--- config.mk ---
export PLATFORM = sky130hd
export DESIGN_NAME = two_class_priority_deque_top
export DESIGN_NICKNAME = d
export VERILOG_FILES = /design/src/rtl/core/tcpd_pkg.sv /design/src/rtl/core/tcpd_ctrl.sv /design/src/rtl/core/tcpd_datapath.sv /design/src/rtl/core/two_class_priority_deque_top.sv
export SDC_FILE = /design/constraint.sdc
export NUM_CORES = 2
export LEC_CHECK = 0
export BUFFER_PORTS_ARGS = -buffer_cell sky130_fd_sc_hd__buf_4
export CAP_MARGIN = 20
export CORE_ASPECT_RATIO = 1.25
export CORE_MARGIN = 4
export CORE_UTILIZATION = 45
export CTS_BUF_LIST = sky130_fd_sc_hd__clkbuf_16
export DETAILED_ROUTE_END_ITERATION = 8
export GPL_ROUTABILITY_DRIVEN = 0
export SYNTH_ARGS = -nofsm -noshare
export SYNTH_HDL_FRONTEND = slang
export SYNTH_SLANG_ARGS = --single-unit
--- constraint.sdc ---
create_clock -name clk -period 9.06 [get_ports clk]
set_input_delay 1.359 -clock clk [delete_from_list [all_inputs] [get_ports clk]]
set_output_delay 1.359 -clock clk [all_outputs]
set_load 0.01 [all_outputs]
--- src/rtl/core/tcpd_pkg.sv ---
// Package for the two-class priority deque: request kinds, status codes,
// payload widths and the controller-to-datapath command struct.
// No dependencies.
package tcpd_pkg;

    localparam int KIND_W   = 3;
    localparam int OID_W    = 16;
    localparam int REF_W    = 16;
    localparam int STATUS_W = 2;
    localparam int OCC_W    = 5;
    localparam int S_DATA_W = 40;
    localparam int M_DATA_W = 40;

    typedef enum logic [KIND_W-1:0] {
        KIND_INSERT     = 3'd0,
        KIND_POP_FRONT  = 3'd1,
        KIND_POP_BACK   = 3'd2,
        KIND_PEEK_FRONT = 3'd3,
        KIND_PEEK_BACK  = 3'd4
    } kind_t;

    typedef enum logic [STATUS_W-1:0] {
        ST_OK    = 2'd0,
        ST_EMPTY = 2'd1,
        ST_DUP   = 2'd2,
        ST_FULL  = 2'd3
    } status_t;

    typedef enum logic {
        CTRL_IDLE  = 1'b0,
        CTRL_APPLY = 1'b1
    } ctrl_state_t;

    typedef struct packed {
        logic capture;
        logic apply;
    } ctrl_cmd_t;

endpackage

--- src/rtl/core/tcpd_ctrl.sv ---
// Controller for the two-class priority deque: request sequencing and the
// output register handshake. Depends on tcpd_pkg.
module tcpd_ctrl (
    input  logic                clk,
    input  logic                rst_n,
    input  logic                s_tvalid,
    output logic                s_tready,
    output logic                m_tvalid,
    input  logic                m_tready,
    output tcpd_pkg::ctrl_cmd_t cmd
);

    tcpd_pkg::ctrl_state_t state_reg;
    tcpd_pkg::ctrl_state_t state_next;
    logic                  out_valid_reg;
    logic                  out_valid_next;
    logic                  out_free;

    assign out_free = !out_valid_reg || m_tready;

    always_comb
    begin
        state_next = state_reg;
        unique case (state_reg)
            tcpd_pkg::CTRL_IDLE:
            begin
                if (s_tvalid)
                begin
                    state_next = tcpd_pkg::CTRL_APPLY;
                end
            end
            tcpd_pkg::CTRL_APPLY:
            begin
                if (out_free)
                begin
                    state_next = tcpd_pkg::CTRL_IDLE;
                end
            end
            default:
            begin
                state_next = tcpd_pkg::CTRL_IDLE;
            end
        endcase
    end

    always_comb
    begin
        s_tready    = 1'b0;
        cmd.capture = 1'b0;
        cmd.apply   = 1'b0;
        unique case (state_reg)
            tcpd_pkg::CTRL_IDLE:
            begin
                s_tready    = 1'b1;
                cmd.capture = s_tvalid;
            end
            tcpd_pkg::CTRL_APPLY:
            begin
                cmd.apply = out_free;
            end
            default:
            begin
                s_tready = 1'b0;
            end
        endcase
    end

    always_comb
    begin
        out_valid_next = out_valid_reg;
        if (cmd.apply)
        begin
            out_valid_next = 1'b1;
        end
        else if (m_tready)
        begin
            out_valid_next = 1'b0;
        end
    end

    assign m_tvalid = out_valid_reg;

    always_ff @(posedge clk or negedge rst_n)
    begin
        if (!rst_n)
        begin
            state_reg     <= tcpd_pkg::CTRL_IDLE;
            out_valid_reg <= 1'b0;
        end
        else
        begin
            state_reg     <= state_next;
            out_valid_reg <= out_valid_next;
        end
    end

endmodule

--- src/rtl/core/tcpd_datapath.sv ---
// Datapath for the two-class priority deque: the row of entry cells, the
// parallel duplicate check, the counters and the result register.
// Depends on tcpd_pkg.
module tcpd_datapath #(
    parameter int DEPTH   = 16,
    parameter int ID_BITS = 16
) (
    input  logic                          clk,
    input  logic                          rst_n,
    input  tcpd_pkg::ctrl_cmd_t           cmd,
    input  logic [tcpd_pkg::KIND_W-1:0]   kind,
    input  logic [tcpd_pkg::OID_W-1:0]    order_id,
    input  logic [tcpd_pkg::REF_W-1:0]    customer_ref,
    input  logic                          vip,
    output logic [tcpd_pkg::STATUS_W-1:0] status,
    output logic [tcpd_pkg::OID_W-1:0]    out_id,
    output logic [tcpd_pkg::REF_W-1:0]    out_customer,
    output logic                          out_vip,
    output logic [tcpd_pkg::OCC_W-1:0]    occupancy
);

    localparam int IDX_W = (DEPTH > 1) ? $clog2(DEPTH) : 1;
    localparam int CNT_W = $clog2(DEPTH + 1);

    logic [ID_BITS-1:0]         id_reg   [DEPTH];
    logic [tcpd_pkg::REF_W-1:0] cust_reg [DEPTH];
    logic                       pri_reg  [DEPTH];
    logic [ID_BITS-1:0]         id_next  [DEPTH];
    logic [tcpd_pkg::REF_W-1:0] cust_next[DEPTH];
    logic                       pri_next [DEPTH];
    logic [CNT_W-1:0]           count_reg;
    logic [CNT_W-1:0]           count_next;
    logic [CNT_W-1:0]           prio_reg;
    logic [CNT_W-1:0]           prio_next;

    logic [tcpd_pkg::KIND_W-1:0] req_kind_reg;
    logic [ID_BITS-1:0]          req_id_reg;
    logic [tcpd_pkg::REF_W-1:0]  req_cust_reg;
    logic                        req_vip_reg;
    logic                        dup_reg;
    logic [ID_BITS-1:0]          front_id_reg;
    logic [tcpd_pkg::REF_W-1:0]  front_cust_reg;
    logic                        front_pri_reg;
    logic [ID_BITS-1:0]          back_id_reg;
    logic [tcpd_pkg::REF_W-1:0]  back_cust_reg;
    logic                        back_pri_reg;

    logic [tcpd_pkg::STATUS_W-1:0] res_status_reg;
    logic [tcpd_pkg::OID_W-1:0]    res_id_reg;
    logic [tcpd_pkg::REF_W-1:0]    res_cust_reg;
    logic                          res_vip_reg;
    logic [tcpd_pkg::OCC_W-1:0]    res_occ_reg;
    tcpd_pkg::status_t             res_status_next;
    logic [ID_BITS-1:0]            res_id_sel;
    logic [tcpd_pkg::REF_W-1:0]    res_cust_next;
    logic                          res_vip_next;

    logic [ID_BITS-1:0] in_id;
    logic [DEPTH-1:0]   hit;
    logic [IDX_W-1:0]   back_idx;
    logic [CNT_W-1:0]   ins_pos;
    logic               is_empty;
    logic               is_full;
    logic [31:0]        count_wide;
    logic [31:0]        id_wide;

    assign in_id    = ID_BITS'(32'(order_id));
    assign back_idx = IDX_W'(count_reg - CNT_W'(1));
    assign is_empty = (count_reg == '0);
    assign is_full  = (count_reg == CNT_W'(DEPTH));
    assign ins_pos  = req_vip_reg ? prio_reg : count_reg;

    always_comb
    begin
        for (int i = 0; i < DEPTH; i++)
        begin
            hit[i] = (CNT_W'(i) < count_reg) && (id_reg[i] == in_id);
        end
    end

    always_comb
    begin
        for (int i = 0; i < DEPTH; i++)
        begin
            id_next[i]   = id_reg[i];
            cust_next[i] = cust_reg[i];
            pri_next[i]  = pri_reg[i];
        end
        count_next      = count_reg;
        prio_next       = prio_reg;
        res_status_next = tcpd_pkg::ST_OK;
        res_id_sel      = '0;
        res_cust_next   = '0;
        res_vip_next    = 1'b0;
        unique case (req_kind_reg)
            tcpd_pkg::KIND_INSERT:
            begin
                if (dup_reg)
                begin
                    res_status_next = tcpd_pkg::ST_DUP;
                end
                else if (is_full)
                begin
                    res_status_next = tcpd_pkg::ST_FULL;
                end
                else
                begin
                    for (int i = 1; i < DEPTH; i++)
                    begin
                        if (CNT_W'(i) > ins_pos)
                        begin
                            id_next[i]   = id_reg[i-1];
                            cust_next[i] = cust_reg[i-1];
                            pri_next[i]  = pri_reg[i-1];
                        end
                    end
                    for (int i = 0; i < DEPTH; i++)
                    begin
                        if (CNT_W'(i) == ins_pos)
                        begin
                            id_next[i]   = req_id_reg;
                            cust_next[i] = req_cust_reg;
                            pri_next[i]  = req_vip_reg;
                        end
                    end
                    count_next = count_reg + CNT_W'(1);
                    if (req_vip_reg)
                    begin
                        prio_next = prio_reg + CNT_W'(1);
                    end
                end
            end
            tcpd_pkg::KIND_POP_FRONT, tcpd_pkg::KIND_PEEK_FRONT:
            begin
                if (is_empty)
                begin
                    res_status_next = tcpd_pkg::ST_EMPTY;
                end
                else
                begin
                    res_id_sel    = front_id_reg;
                    res_cust_next = front_cust_reg;
                    res_vip_next  = front_pri_reg;
                    if (req_kind_reg == tcpd_pkg::KIND_POP_FRONT)
                    begin
                        for (int i = 0; i < DEPTH - 1; i++)
                        begin
                            id_next[i]   = id_reg[i+1];
                            cust_next[i] = cust_reg[i+1];
                            pri_next[i]  = pri_reg[i+1];
                        end
                        count_next = count_reg - CNT_W'(1);
                        if (front_pri_reg && (prio_reg != '0))
                        begin
                            prio_next = prio_reg - CNT_W'(1);
                        end
                    end
                end
            end
            tcpd_pkg::KIND_POP_BACK, tcpd_pkg::KIND_PEEK_BACK:
            begin
                if (is_empty)
                begin
                    res_status_next = tcpd_pkg::ST_EMPTY;
                end
                else
                begin
                    res_id_sel    = back_id_reg;
                    res_cust_next = back_cust_reg;
                    res_vip_next  = back_pri_reg;
                    if (req_kind_reg == tcpd_pkg::KIND_POP_BACK)
                    begin
                        count_next = count_reg - CNT_W'(1);
                        if (back_pri_reg && (prio_reg != '0))
                        begin
                            prio_next = prio_reg - CNT_W'(1);
                        end
                    end
                end
            end
            default:
            begin
                res_status_next = tcpd_pkg::ST_OK;
            end
        endcase
    end

    assign count_wide = 32'(count_next);
    assign id_wide    = 32'(res_id_sel);

    always_ff @(posedge clk or negedge rst_n)
    begin
        if (!rst_n)
        begin
            count_reg <= '0;
            prio_reg  <= '0;
        end
        else if (cmd.apply)
        begin
            count_reg <= count_next;
            prio_reg  <= prio_next;
        end
    end

    always_ff @(posedge clk)
    begin
        if (cmd.apply)
        begin
            for (int i = 0; i < DEPTH; i++)
            begin
                id_reg[i]   <= id_next[i];
                cust_reg[i] <= cust_next[i];
                pri_reg[i]  <= pri_next[i];
            end
            res_status_reg <= res_status_next;
            res_id_reg     <= id_wide[tcpd_pkg::OID_W-1:0];
            res_cust_reg   <= res_cust_next;
            res_vip_reg    <= res_vip_next;
            res_occ_reg    <= count_wide[tcpd_pkg::OCC_W-1:0];
        end
        if (cmd.capture)
        begin
            req_kind_reg   <= kind;
            req_id_reg     <= in_id;
            req_cust_reg   <= customer_ref;
            req_vip_reg    <= vip;
            dup_reg        <= |hit;
            front_id_reg   <= id_reg[0];
            front_cust_reg <= cust_reg[0];
            front_pri_reg  <= pri_reg[0];
            back_id_reg    <= id_reg[back_idx];
            back_cust_reg  <= cust_reg[back_idx];
            back_pri_reg   <= pri_reg[back_idx];
        end
    end

    assign status       = res_status_reg;
    assign out_id       = res_id_reg;
    assign out_customer = res_cust_reg;
    assign out_vip      = res_vip_reg;
    assign occupancy    = res_occ_reg;

endmodule

--- src/rtl/core/two_class_priority_deque_top.sv ---
// Top level of the two-class priority deque: stream ports, controller and
// datapath. Depends on tcpd_pkg, tcpd_ctrl and tcpd_datapath.
//
// The block holds up to DEPTH entries, with priority entries kept as a
// prefix. A request is accepted in the idle state: every cell compares its
// id against the incoming one in parallel and the front and back entries are
// read. In the apply state, once the output register is free, the cells shift
// in place and the result is loaded into the output register. A new request
// is accepted while a result waits, but the following result is held until
// that one is taken. Every request gives exactly one result transaction.
module two_class_priority_deque_top #(
    parameter int DEPTH   = 16,
    parameter int ID_BITS = 16
) (
    input  logic                          clk,
    input  logic                          rst_n,
    input  logic                          s_tvalid,
    output logic                          s_tready,
    // kind[2:0], order_id[18:3], customer_ref[34:19], zero pad[39:35]
    input  logic [tcpd_pkg::S_DATA_W-1:0] s_tdata,
    // vip[0]
    input  logic                          s_tuser,
    output logic                          m_tvalid,
    input  logic                          m_tready,
    // status[1:0], out_id[17:2], out_customer[33:18], occupancy[38:34], pad[39]
    output logic [tcpd_pkg::M_DATA_W-1:0] m_tdata,
    // out_vip[0]
    output logic                          m_tuser
);

    tcpd_pkg::ctrl_cmd_t           cmd;
    logic [tcpd_pkg::STATUS_W-1:0] status;
    logic [tcpd_pkg::OID_W-1:0]    out_id;
    logic [tcpd_pkg::REF_W-1:0]    out_customer;
    logic [tcpd_pkg::OCC_W-1:0]    occupancy;

    tcpd_ctrl u_ctrl (
        .clk      (clk),
        .rst_n    (rst_n),
        .s_tvalid (s_tvalid),
        .s_tready (s_tready),
        .m_tvalid (m_tvalid),
        .m_tready (m_tready),
        .cmd      (cmd)
    );

    tcpd_datapath #(
        .DEPTH   (DEPTH),
        .ID_BITS (ID_BITS)
    ) u_datapath (
        .clk          (clk),
        .rst_n        (rst_n),
        .cmd          (cmd),
        .kind         (s_tdata[2:0]),
        .order_id     (s_tdata[18:3]),
        .customer_ref (s_tdata[34:19]),
        .vip          (s_tuser),
        .status       (status),
        .out_id       (out_id),
        .out_customer (out_customer),
        .out_vip      (m_tuser),
        .occupancy    (occupancy)
    );

    assign m_tdata = {1'b0, occupancy, out_customer, out_id, status};

endmodule
== Yosys cells after proc, flatten, opt, wreduce, memory -nomap -nowiden ==
Memories as Yosys holds them, arrays and structs flattened. A register that Yosys moved wholly into a read port is not among the register bits.
Index checks and enable logic that the tools add are counted.
Widths: inputs -> output; s select.
Cells by class
  add/sub/neg operators: 4
  order comparisons: 31
  eq/ne operators: 45
  multiplexer cells: 152
  bitwise gates (word level): 1
  reductions and logical operators: 31
Operators by type and width (count)
  $mux 16: 70
  $mux 256: 4
  $mux 240: 4
  $pmux 240 s2: 2
  $eq 16x16->1: 16
  $mux 5: 16
  $pmux 16 s2: 2
  $mux 1: 44
  $eq 4x5->1 const A: 8
  $gt 4x5->1 const A: 8
  $lt 4x5->1 const A: 8
  $mux 15: 2
  $pmux 15 s2: 1
  $pmux 5 s3: 2
  $eq 3x5->1 const A: 4
  $gt 3x5->1 const A: 4
  $lt 3x5->1 const A: 4
  $logic_and 1x1->1: 18
  $reduce_or 16->1: 1
  $reduce_and 11->1: 1
  $add 5x1->5 const B: 2
  $eq 2x5->1 const A: 2
  $gt 2x5->1 const A: 2
  $logic_not 5->1: 2
  23 further kinds: 37
Word-level totals
  register bits after elaboration: 122
  RAM bits: 528
  input bits: 45
  output and inout port bits: 43
  logic and storage cells: 284
  memories kept: 3
Memories
  u_datapath.cust_reg: depth 16, width 16, read ports 17, clocked after Yosys merged registers in 1, wr ports 16, line tcpd_datapath.sv:26  | logic [tcpd_pkg::REF_W-1:0] cust_reg [DEPTH];
  u_datapath.id_reg: depth 16, width 16, read ports 17, clocked after Yosys merged registers in 1, wr ports 16, line tcpd_datapath.sv:25  | logic [ID_BITS-1:0] id_reg [DEPTH];
  u_datapath.pri_reg: depth 16, width 1, read ports 17, clocked after Yosys merged registers in 1, wr ports 16, line tcpd_datapath.sv:27  | logic pri_reg [DEPTH];

== Longest topological paths before layout ==
  word-level depth: 7
  mapped depth: 11
  depth with buffers taken out: 10

== Cells and area by module ==
A second synthesis with hierarchy kept.
Unflattened totals
  cell total of the unflattened synthesis: 3267
  area total of the unflattened synthesis: 39546.7 um^2
Modules (own cells, without submodules)
  tcpd_datapath: times used 1, cells each 3256, area an instance 39434.1 um^2, sequential area each 20399.6 um^2
  tcpd_ctrl: times used 1, cells each 9, area an instance 101.3 um^2, sequential area each 50.0 um^2
  two_class_priority_deque_top: times used 1, cells each 2, area an instance 11.3 um^2, sequential area each 0.0 um^2

== Worst setup path after synthesis ==
No wires, ideal clock.
  kind: input to register
  from: input s_tvalid
  to: register u_datapath.back_cust_reg[0] (netlist bit), read port of u_datapath.cust_reg (enable)
  library setup time: 0.578 ns
  arrival time: 5.839 ns
  required time: 8.482 ns
  slack: 2.643 ns
  cell stages on the path: 1
  path buffers: 0
  path through: nor2b_1
Between the ends
  cells in the longest elaborated chain, start to end: 1
RTL lines
  start: declaration: line two_class_priority_deque_top.sv:17  | input logic s_tvalid,
  $mux 1: line tcpd_ctrl.sv:51  | unique case (state_reg)
  end: declaration: line tcpd_datapath.sv:45  | logic [tcpd_pkg::REF_W-1:0] back_cust_reg;
Every way passes these cells.
A chain may end at the register's enable or synchronous reset.

==> impl_summary.log <==
INFO  metric share_clk_of_total_power = between 20% and 30%
INFO  metric routed_wire_length_per_instance = 28.53 um
INFO  metric first_pass_grt_wire_length = 186500 um
INFO  metric numCtsBuffers = 75
INFO  metric share_comb_of_total_power = 41.0%
INFO  metric timing.critical_path.max_delay_family = buffers and inverters
INFO  metric clk-insertion-delay-late = 640 ps
INFO  metric fp-row-count = 121
INFO  metric timing.final.setup_violations = 0
INFO  metric timing.critical_path.cells = and4bb_2 -> nor2_1 -> nand2_4 -> buf_4 -> buf_4 -> o21ai_0
INFO  metric max_slew_margin = about a quarter
INFO  metric netlist_top_cells_area = sky130_fd_sc_hd__edfxtp_1 51%, sky130_fd_sc_hd__mux2i_1 12%, sky130_fd_sc_hd__mux4_2 9.4%
INFO  metric final_hold_viol_count = 0
INFO  metric ctsHoldBuffers = 0
INFO  metric power_frac_seq = between 30% and 40%
INFO  metric number_of_cells_in_the_design_after_placement = 4259
INFO  metric yosysTopAreaCellShare = roughly half
INFO  metric start_util = 45.34%
INFO  metric clock_tree_from_tritoncts = built
INFO  metric p_int = 8.122 mW
INFO  metric maximum_capacitance_violations = 0
INFO  metric unrepaired_setup_endpoints_after_global_routing = no
INFO  metric switching_power = 4.962 mW
INFO  metric proportion_of_register_bits_with_asynchronous_set_or_reset_after_synthesis = 1.757%
INFO  metric global_route.usage.total = 26.58%
INFO  metric finalCritPeriodShare = 47.54%
INFO  metric antenna_cells_inserted = 0
INFO  metric antenna_violations_before_repair = 1
INFO  metric post-route-worst-setup-slack = 4753 ps
INFO  metric min_period = ~4300 ps
INFO  metric overflow = 0
INFO  metric routed-via-count = 27.60k
INFO  metric crit_buf_inv = 2
INFO  metric drt_drc_violations_left = 0
INFO  metric dominantRegCellSynth = sky130_fd_sc_hd__edfxtp_1
INFO  metric synth.avg_cell_area = 12.16 um2
INFO  metric grt_use_met2 = 45.31%
INFO  metric wl = 125500 um
INFO  metric post_cts_buffers = 0
INFO  metric routing_usage_on_met1 = 33.34%
INFO  metric design.die.area = 0.09255 mm2
INFO  metric layoutNonFillerInstCount = 4400
INFO  metric endpoint_kind = flip-flop
INFO  metric critical-path-max-stage-delay = 960 ps
INFO  metric first_global_vias = approximately 29k
INFO  metric crit_path_dat = 4650 ps
INFO  metric post_cts_resized = 0
INFO  metric worst_setup_slack_after_placement = about 4500 ps
INFO  metric synth.cell_area = around 0.04 mm2
INFO  metric ctsLongestPathBuffers = 3
INFO  metric design.core.area = 0.08705 mm2
INFO  metric numPortBuffers = between 80 and 90
INFO  metric syn_inst = 3245
INFO  metric die_extent_in_y = 339.1 um
INFO  metric netlist-cell-type-count = 67
INFO  metric design.portCount = 88
INFO  metric post_route_cells_drive_above_1_share = about 16%
INFO  metric fmaxAchievable = 232.2 MHz
INFO  metric synth-edff-count = 671
INFO  metric root_buffer = sky130_fd_sc_hd__clkbuf_16
INFO  metric powerDensity = 302.0 mW/mm2
INFO  metric timing_worst_setup_path_type = flip-flop to flip-flop
INFO  metric synth-seq-cells = 683
INFO  metric timing.final.max_slew_violations = 0
INFO  metric drt_pass1_iterations = 6
INFO  metric globalRoute.busiestLayer = met2
INFO  metric switching_share = 37.92%
INFO  metric seq_area_frac_synth = between 50% and 60%
INFO  metric synth_top_area_cell = sky130_fd_sc_hd__edfxtp_1
INFO  metric drt_first_iter_violations = 2804
INFO  metric critPathMaxFanout = 82
INFO  metric area_growth_syn_to_layout = 9.757%
INFO  metric totalNegativeSetupSlack = 0 ps
INFO  metric crit_start_category = flip-flop
INFO  metric final_core_utilization = 49.77%
INFO  metric chipWidth = 272.9 um
INFO  metric cts_htree_levels = 3
INFO  metric worst_endpoint_required_time = approximately 9400 ps
INFO  metric most_used_cell_along_the_critical_path = sky130_fd_sc_hd__buf_4
INFO  metric synth.net_count = 3298
INFO  metric slowest_stage = sky130_fd_sc_hd__dfrtp_1
INFO  metric grt_start_max_net_pins = 201
INFO  metric finalHoldWorstSlack = 483.7 ps
INFO  metric avgViaCountPerCell = 6.272
INFO  metric tightest_hold_check_type = flip-flop to flip-flop
INFO  metric synth-warning-count = 0
INFO  metric final_nets = 3227
INFO  metric clock_pin_slew_of_the_registers_on_the_worst_case_setup_and_hold_paths = 60 ps
INFO  metric result_of_the_run = complete, no violations
INFO  metric leakage = 14.82 nW
INFO  metric post_route_clock_skew = 24.12 ps
INFO  metric power.ir.vdd_worst = 0.3665 mV
INFO  metric postRouteAntennaNets = 0
INFO  metric cts.sinks = 683
INFO  metric groute.layer.met3.usage = 3.181%
INFO  metric dpl.hpwl = between 80000 and 90000 um
INFO  metric tightest_slew = 1137 ps
==> metal layers <==
layer	part of all wire [%]	up-vias
li1	-	11970
met1	39	14170
met2	50	1181
met3	5.7	273
met4	5.5	0
met5	0	-
==> per-stage QoR <==
step / cell area [um2] / power (mW)
4_1_cts: 43170 / 13.13
3_5_place_dp: 40930 / 10.23
2_1_floorplan: 39470 / 8.300
6_report: 43320 / 13.08
5_1_grt: 43320 / 13.58
3_3_place_gp: 40920 / 10.12
==> Yosys cell counts, types with 3 or more instances <==
library cell and count:
sky130_fd_sc_hd__a21o_1 3, sky130_fd_sc_hd__a21oi_1 24, sky130_fd_sc_hd__a22o_1 34, sky130_fd_sc_hd__a31oi_1 6, sky130_fd_sc_hd__buf_1 5, sky130_fd_sc_hd__buf_2 54, sky130_fd_sc_hd__buf_4 23, sky130_fd_sc_hd__buf_6 15
sky130_fd_sc_hd__clkbuf_1 192, sky130_fd_sc_hd__dfrtp_1 12, sky130_fd_sc_hd__edfxtp_1 671, sky130_fd_sc_hd__ha_1 7, sky130_fd_sc_hd__inv_1 11, sky130_fd_sc_hd__mux2_2 42, sky130_fd_sc_hd__mux2i_1 462, sky130_fd_sc_hd__mux4_2 165
sky130_fd_sc_hd__nand2_1 551, sky130_fd_sc_hd__nand2b_1 5, sky130_fd_sc_hd__nand3_1 12, sky130_fd_sc_hd__nand4_1 24, sky130_fd_sc_hd__nor2_1 29, sky130_fd_sc_hd__nor2_4 5, sky130_fd_sc_hd__nor3_1 14, sky130_fd_sc_hd__nor4_1 50
sky130_fd_sc_hd__o21a_1 3, sky130_fd_sc_hd__o21ai_0 385, sky130_fd_sc_hd__o21ai_1 122, sky130_fd_sc_hd__o21bai_1 3, sky130_fd_sc_hd__or3_1 3, sky130_fd_sc_hd__xnor2_1 78, sky130_fd_sc_hd__xor2_1 190
==> cells in the final DEF (no fill, tap or decap), types with 48 or more instances in the layout <==
cell type                   netlist  routed
sky130_fd_sc_hd__mux4_2         165     165
sky130_fd_sc_hd__o21ai_1        122     122
sky130_fd_sc_hd__o21ai_0        385     385
sky130_fd_sc_hd__mux2i_1        462     462
sky130_fd_sc_hd__xnor2_1         78      77
sky130_fd_sc_hd__clkbuf_16        0      76
sky130_fd_sc_hd__buf_4           23     132
sky130_fd_sc_hd__nand2_1        551     550
sky130_fd_sc_hd__xor2_1         190     189
sky130_fd_sc_hd__edfxtp_1       671     671
sky130_fd_sc_hd__nor4_1          50      48
==> power by group through the flow <==
stage	clock, mW	combinational, mW	sequential (mW)
final	2.90	5.36	4.82
after CTS	2.95	5.36	4.82
after global placement	0	5.27	4.85
after global routing	3.08	5.63	4.88
after detailed placement	0	5.35	4.88
after floorplan	0	3.61	4.69
==> final timing paths <==
check / start / to / slack [ps] / cells past startpoint
worst max-delay path: u_datapath.count_reg[4] / u_datapath.id_reg[11][1] / 4750 / 6
worst min-delay path: u_datapath.cust_reg[0][9] / u_datapath.front_cust_reg[9] / 480 / 0
worst max register to register: u_datapath.count_reg[4] / u_datapath.id_reg[11][1] / 4750 / 6
worst min register to register: u_datapath.cust_reg[0][9] / u_datapath.front_cust_reg[9] / 480 / 0
max in group asynchronous: rst_n / u_datapath.count_reg[0] / 8300 / 1
min in group asynchronous: rst_n / u_datapath.count_reg[1] / 570 / 1
==> area by class of cell <==
type                    instances  area, um2
fillers                      7577      43730
flip-flops and latches        683      20450
multi-input cells            2261      17930
clock buffers                  76       1902
well taps                    1168       1461
repair buffers                141       1192
clock inverters                59      344.1
inverters                      12      45.04
==> cell families after synthesis <==
family | synth area share, %
adder cells (fa/ha/maj) | 0.2980
buffers and inverters | 3.537
multiplexers | 22.44
AND/OR/NAND/NOR | 7.718
AO/OA/AOI/OAI | 8.241
flip-flops | 51.81
other | 0.009500
XOR/XNOR | 5.947
No activity file was read; power rests on OpenSTA's default activity.
